--- src/hdl/sgr_pkg.sv ---
`default_nettype none
package sgr_pkg;

  // Field widths of the ports
  localparam int CMD_W        = 2;
  localparam int ROW_W        = 6;
  localparam int COL_W        = 6;
  localparam int GRAIN_IO_W   = 32;
  localparam int COLOUR_W     = 3;
  localparam int TOPPLE_W     = 13;
  localparam int BUDGET_W     = 32;
  localparam int SIZE_CFG_W   = 7;
  localparam int CFG_IDX_W    = 2;
  localparam int CFG_DATA_W   = 32;

  // Command codes
  localparam logic [CMD_W-1:0] CMD_LOAD  = 2'd0;
  localparam logic [CMD_W-1:0] CMD_SWEEP = 2'd1;
  localparam logic [CMD_W-1:0] CMD_READ  = 2'd2;

  // Configuration register indexes
  localparam logic [CFG_IDX_W-1:0] REG_NUM_ROWS   = 2'd0;
  localparam logic [CFG_IDX_W-1:0] REG_NUM_COLS   = 2'd1;
  localparam logic [CFG_IDX_W-1:0] REG_MAX_SWEEPS = 2'd2;

  // Reset values of the configuration registers
  localparam logic [SIZE_CFG_W-1:0] SIZE_RESET   = 7'd64;
  localparam logic [BUDGET_W-1:0]   BUDGET_RESET = '1;

  // Palette indexes by grain count
  localparam logic [COLOUR_W-1:0] PAL_EMPTY = 3'd0;
  localparam logic [COLOUR_W-1:0] PAL_ONE   = 3'd3;
  localparam logic [COLOUR_W-1:0] PAL_TWO   = 3'd1;
  localparam logic [COLOUR_W-1:0] PAL_THREE = 3'd2;
  localparam logic [COLOUR_W-1:0] PAL_MANY  = 3'd4;

  // Datapath operations issued by the controller
  typedef enum logic [3:0] {
    OP_NONE,
    OP_CLEAR,
    OP_CAPTURE,
    OP_LOAD,
    OP_RD_CELL,
    OP_SW_INIT,
    OP_SW_STEP_READ,
    OP_SW_TOPPLE,
    OP_NB_RD,
    OP_NB_WR,
    OP_SW_END,
    OP_PUSH
  } dp_op_t;

  // Datapath status seen by the controller
  typedef struct packed {
    logic clear_last;   // clearing pass at the last cell
    logic budget_zero;  // sweep budget used up
    logic grid_empty;   // zero rows or zero columns in use
    logic cell_ge4;     // read cell holds 4 or more grains
    logic cell_has_nb;  // current sweep cell has a neighbor inside the grid
    logic nb_more;      // more than one neighbor update still pending
    logic sweep_last;   // current sweep cell is the last one in use
    logic out_free;     // output register can take a new beat
  } dp_status_t;

endpackage
`default_nettype wire

--- src/hdl/sgr_ctrl.sv ---
`default_nettype none
module sgr_ctrl (
  input  logic                       clk,
  input  logic                       rst_n,
  input  logic                       in_valid,
  input  logic [sgr_pkg::CMD_W-1:0]  in_cmd,
  output logic                       in_stall,
  input  sgr_pkg::dp_status_t        status,
  output sgr_pkg::dp_op_t            op
);
  import sgr_pkg::*;

  typedef enum logic [3:0] {
    S_CLEAR,
    S_IDLE,
    S_LOAD,
    S_READ,
    S_SW_START,
    S_SW_EVAL,
    S_ADV,
    S_NB_RD,
    S_NB_WR,
    S_SW_END,
    S_DONE
  } state_t;

  state_t state_r, state_nxt;

  // Input side is open only between items
  assign in_stall = (state_r != S_IDLE);

  // Next state and datapath operation
  always_comb begin
    state_nxt = state_r;
    op        = OP_NONE;
    case (state_r)
      S_CLEAR: begin
        op = OP_CLEAR;
        if (status.clear_last) state_nxt = S_IDLE;
      end
      S_IDLE: begin
        if (in_valid) begin
          op = OP_CAPTURE;
          case (in_cmd)
            CMD_LOAD:  state_nxt = S_LOAD;
            CMD_SWEEP: state_nxt = S_SW_START;
            CMD_READ:  state_nxt = S_READ;
            default:   state_nxt = S_DONE;
          endcase
        end
      end
      S_LOAD: begin
        op        = OP_LOAD;
        state_nxt = S_DONE;
      end
      S_READ: begin
        op        = OP_RD_CELL;
        state_nxt = S_DONE;
      end
      S_SW_START: begin
        op = OP_SW_INIT;
        if (status.budget_zero || status.grid_empty) state_nxt = S_SW_END;
        else                                          state_nxt = S_SW_EVAL;
      end
      S_SW_EVAL: begin
        if (status.cell_ge4) begin
          op        = OP_SW_TOPPLE;
          state_nxt = status.cell_has_nb ? S_NB_RD : S_ADV;
        end else if (status.sweep_last) begin
          state_nxt = S_SW_END;
        end else begin
          op = OP_SW_STEP_READ;
        end
      end
      S_NB_RD: begin
        op        = OP_NB_RD;
        state_nxt = S_NB_WR;
      end
      S_NB_WR: begin
        op        = OP_NB_WR;
        state_nxt = status.nb_more ? S_NB_RD : S_ADV;
      end
      S_ADV: begin
        // last neighbor write is done, so the next cell reads fresh data
        if (status.sweep_last) begin
          state_nxt = S_SW_END;
        end else begin
          op        = OP_SW_STEP_READ;
          state_nxt = S_SW_EVAL;
        end
      end
      S_SW_END: begin
        op        = OP_SW_END;
        state_nxt = S_DONE;
      end
      S_DONE: begin
        if (status.out_free) begin
          op        = OP_PUSH;
          state_nxt = S_IDLE;
        end
      end
      default: state_nxt = S_IDLE;
    endcase
  end

  always_ff @(posedge clk) begin
    if (!rst_n) begin
      state_r <= S_CLEAR;
    end else begin
      state_r <= state_nxt;
    end
  end

endmodule
`default_nettype wire

--- config.mk ---
export PLATFORM = sky130hd
export DESIGN_NAME = sgr_ctrl
export DESIGN_NICKNAME = d
export VERILOG_FILES = /design/src/hdl/sgr_pkg.sv /design/src/hdl/sgr_ctrl.sv
export SDC_FILE = /design/constraint.sdc
export NUM_CORES = 1
export LEC_CHECK = 0
export BUFFER_PORTS_ARGS = -buffer_cell sky130_fd_sc_hd__buf_2
export CORE_MARGIN = 2
export CORE_UTILIZATION = 43
export CTS_CLUSTER_DIAMETER = 30
export DETAILED_ROUTE_END_ITERATION = 16
export PLACE_DENSITY = 0.75
export RECOVER_POWER = 25
export SLEW_MARGIN = 5
export SYNTH_ARGS = -nofsm -noshare
export SYNTH_HDL_FRONTEND = slang
export SYNTH_SLANG_ARGS = --single-unit
export TNS_END_PERCENT = 10
--- constraint.sdc ---
create_clock -name clk -period 1.1 [get_ports clk]
set_input_delay 0.055 -clock clk [delete_from_list [all_inputs] [get_ports clk]]
set_output_delay 0.055 -clock clk [all_outputs]
set_load 0.05 [all_outputs]
==> impl_metrics.py <==
metrics = {
    "layout": {
        "regMostFlops": "state_r",
        "final-instance-count-excl-fill": 133,
        "seq_area_um2": 90.1,
        "final_nets": 134,
        "reg_top3": "state_r: 4 flops",
        "area_growth_pct": 62.3,
        "multi_input_area_um2": 472,
        "n_antenna_cell": 0,
        "final_area_um2": 906,
        "drive_gt1_share_pct": 49.6,
        "fillers": 87,
        "largest_reg_flops": 4,
    },
    "synth": {
        "synth_top_cell_by_area": "dfxtp_1",
        "ys_ff_latch": 4,
        "synth_cells": 83,
        "ys_seq_area_share_pct": 14.3,
        "synth.avg_cell_area_um2": 6.72,
        "synth_top_area_share_pct": 14.3,
        "syn-cell-area_um2": 558,
        "synthTopCellsByArea": "dfxtp_1 14%, nand2b_1 9.0%, a21oi_1 6.3%",
        "synthDistinctLibCells": 35,
        "yosys_warnings": 0,
        "syn-num-nets": 96,
    },
    "global_route": {
        "grt_pass1_vias": 747,
        "use_met2_pct": 50.8,
        "grt_util_met1_pct": 35.2,
        "grt_max_degree": 17,
        "grt_overflow_total": 0,
        "grt_pass1_wl_um": 3190,
        "use_met3_pct": 4.44,
        "grt_busiest_layer": "met2",
        "grtUsageTotal_pct": 30.1,
        "antenna_found_initial": 0,
    },
    "min_path": {
        "hold_path_class": "in2reg",
    },
    "critical_path": {
        "worst-path-buf-inv": 3,
        "cpPeakStageDelay_ns": 0.33,
        "crit_top_cell": "buf_6",
        "crit_start": "state_r[1]",
        "start_kind": "register",
        "cp.depth": 4,
        "worstSetupPathType": "reg2out",
        "r2r-end": "state_r[0]",
        "r2r_slack_ns": -0.29,
        "critPathTopFamily": "buffers and inverters",
        "critical_path_arrival_ns": 1.40,
        "r2r_start": "state_r[2]",
        "r2r_cells": 4,
        "crit_required_ns": 1.04,
        "critPathCapture": "op[0]",
        "crit_chain": "buf_6, buf_6, a222oi_1, buf_4",
        "slowest_stage": "dfxtp_2",
        "worstPathMaxFanout": 5,
        "critPathCaptureType": "output pin",
    },
    "status": {
        "violations": "setup timing",
        "status": "complete, but fails checks",
    },
    "route": {
        "routed_via_density": 5.94,
        "firstDrtPassIters": 5,
        "drcViolationCount": 0,
        "ant_nets": 0,
        "vias": 790,
        "drt_iter0_markers": 54,
        "wl_per_cell_um": 15.5,
        "wirelength_um": 2060,
    },
    "flow_run": {
        "maxCapViolations": 0,
    },
    "place": {
        "postPlaceCellArea_um2": 772,
        "gp_congestion": 0.895,
        "io_buffers": 17,
        "dp_hpwl_um": 1310,
        "dp.cells": 126,
        "dp_slack_ns": -0.338,
    },
    "clocking": {
        "clock_sinks": 4,
        "cts_made_buffers": 3,
        "clock_latency_ns": 0.24,
        "cts_tree": "yes",
        "htree_levels": 1,
        "cts_root_buf": "clkbuf_4",
        "clockBufferDepth": 2,
        "cts_hold_buf": 0,
        "clkSlewWorstSetupHoldPaths_ns": 0.04,
    },
    "pwr": {
        "clockPowerShare_pct": 25.9,
        "pwr-share-seq_pct": 23.4,
        "p_leak_nw": 0.395,
        "switching_share_pct": 38.9,
        "power.total_uw": 751,
        "internal-power_uw": 459,
        "combinationalPowerShare_pct": 50.7,
        "p_sw_uw": 292,
        "powerDensity_nw_per_um2": 829,
        "vdd_drop_max_uv": 692,
    },
    "die": {
        "dieArea_um2": 1600,
        "io-pin-count": 18,
        "die_x_um": 40.0,
        "fp.coreArea_um2": 1160,
        "initial_core_util_pct": 48.3,
        "die_h_um": 40.0,
        "num_rows": 12,
    },
    "timing": {
        "period_share_pct": 132,
        "worst_slack_ns": -0.353,
        "slew-limit-headroom_pct": 77.9,
        "rsz0062_at_grt": "yes",
        "drv_slew": 0,
        "setup_viol": 9,
        "skew_ns": 0.00531,
        "fin_crit_ns": 1.45,
        "worstMarginPinSlew_ns": 0.329,
        "hold_slack_ns": 0.0967,
        "hold_viol_final": 0,
        "max_clock_freq_mhz": 688,
    },
}
==> worst reg2reg max path: stages, from the launching register on <==
cell     delay (ns)
dfxtp_4        0.39
buf_4          0.15
a311o_1        0.32
a211o_1        0.26
a31oi_1        0.18
==> power groups by stage <==
stage	clock network, mW	logic (mW)	registers (mW)
global placement	0	0.306	0.177
CTS	0.203	0.344	0.177
global route	0.207	0.409	0.177
floorplan	0	0.215	0.162
detailed placement	0	0.312	0.177
finish	0.195	0.381	0.175
==> metal layers <==
metal,wire length [um],vias to the layer above
met5,0,-
met4,42,0
met3,90,5
met2,995,30
met1,928,369
li1,-,386
==> worst min path at each step <==
stage	start	end	slack, ns	cells after the start
2_1_floorplan	rst_n	state_r[0]	0.18	2
3_3_place_gp	rst_n	state_r[2]	0.34	3
3_5_place_dp	rst_n	state_r[2]	0.35	3
4_1_cts	rst_n	state_r[0]	0.09	3
5_1_grt	rst_n	state_r[2]	0.09	3
6_report	rst_n	state_r[2]	0.1	3
==> stage by stage <==
| step | TNS [ns] | utilization, % |
|---|---|---|
| floorplan | -2.90 | - |
| global placement | -1.80 | 66.8 |
| detailed placement | -2.12 | 66.8 |
| CTS | -2.52 | 75.1 |
| global route | -3.21 | 78.4 |
| finish | -2.68 | 78.4 |
==> synth_stat cells, drive strengths merged <==
cell and count:
nand3b 1, nand2 7, nor4 2, o21ai 7, a221oi 1, a21oi 7
o31ai 2, o21bai 1, nor3 3, a32o 1, a311o 2, a2111oi 1
or3 1, a31o 1, nand4 1, nand2b 8, a211o 1, a222oi 1
o22ai 1, nor2 7, and2b 1, or2b 1, buf 8, dfxtp 4
o2bb2ai 1, a2111o 1, o21a 1, nor2b 4, a211oi 1, nand3 1
inv 2, a31oi 2
==> cells in the final DEF (no fill, tap or decap), types with 2 or more instances in the layout <==
cell	instances
o21ai_0	4
nor2_1	6
o21ai_1	2
nor2b_1	2
nor2b_2	2
a21oi_1	7
dfxtp_2	2
nor4_1	2
a311o_1	2
dfxtp_4	2
nand2b_4	2
buf_6	5
buf_4	24
clkbuf_4	3
a31oi_1	2
buf_2	12
nand2b_1	6
inv_1	2
nand2_1	6
nor3_1	3
==> kinds of logic (layout without fill, tap and decap cells) <==
group	Yosys count	in the layout	synth area share, %
buf+inv	10	46	11.0
simple gates	37	37	35.0
compound gates	32	32	39.7
flops	4	4	14.4
==> what timing repair did <==
action                     4_1_cts  5_1_grt
pin swaps                        4        4
setup endpoints to repair        9        9
buffers inserted                 2        2
gates resized for setup         20        5
==> final cells by class <==
type,count,area share (%)
multi-input cells,69,52.1
repair buffers,41,32.7
flip-flops and latches,4,9.94
clock buffers,3,2.49
well taps,14,1.93
inverters,2,0.829
(Power assumes the default switching activity.)
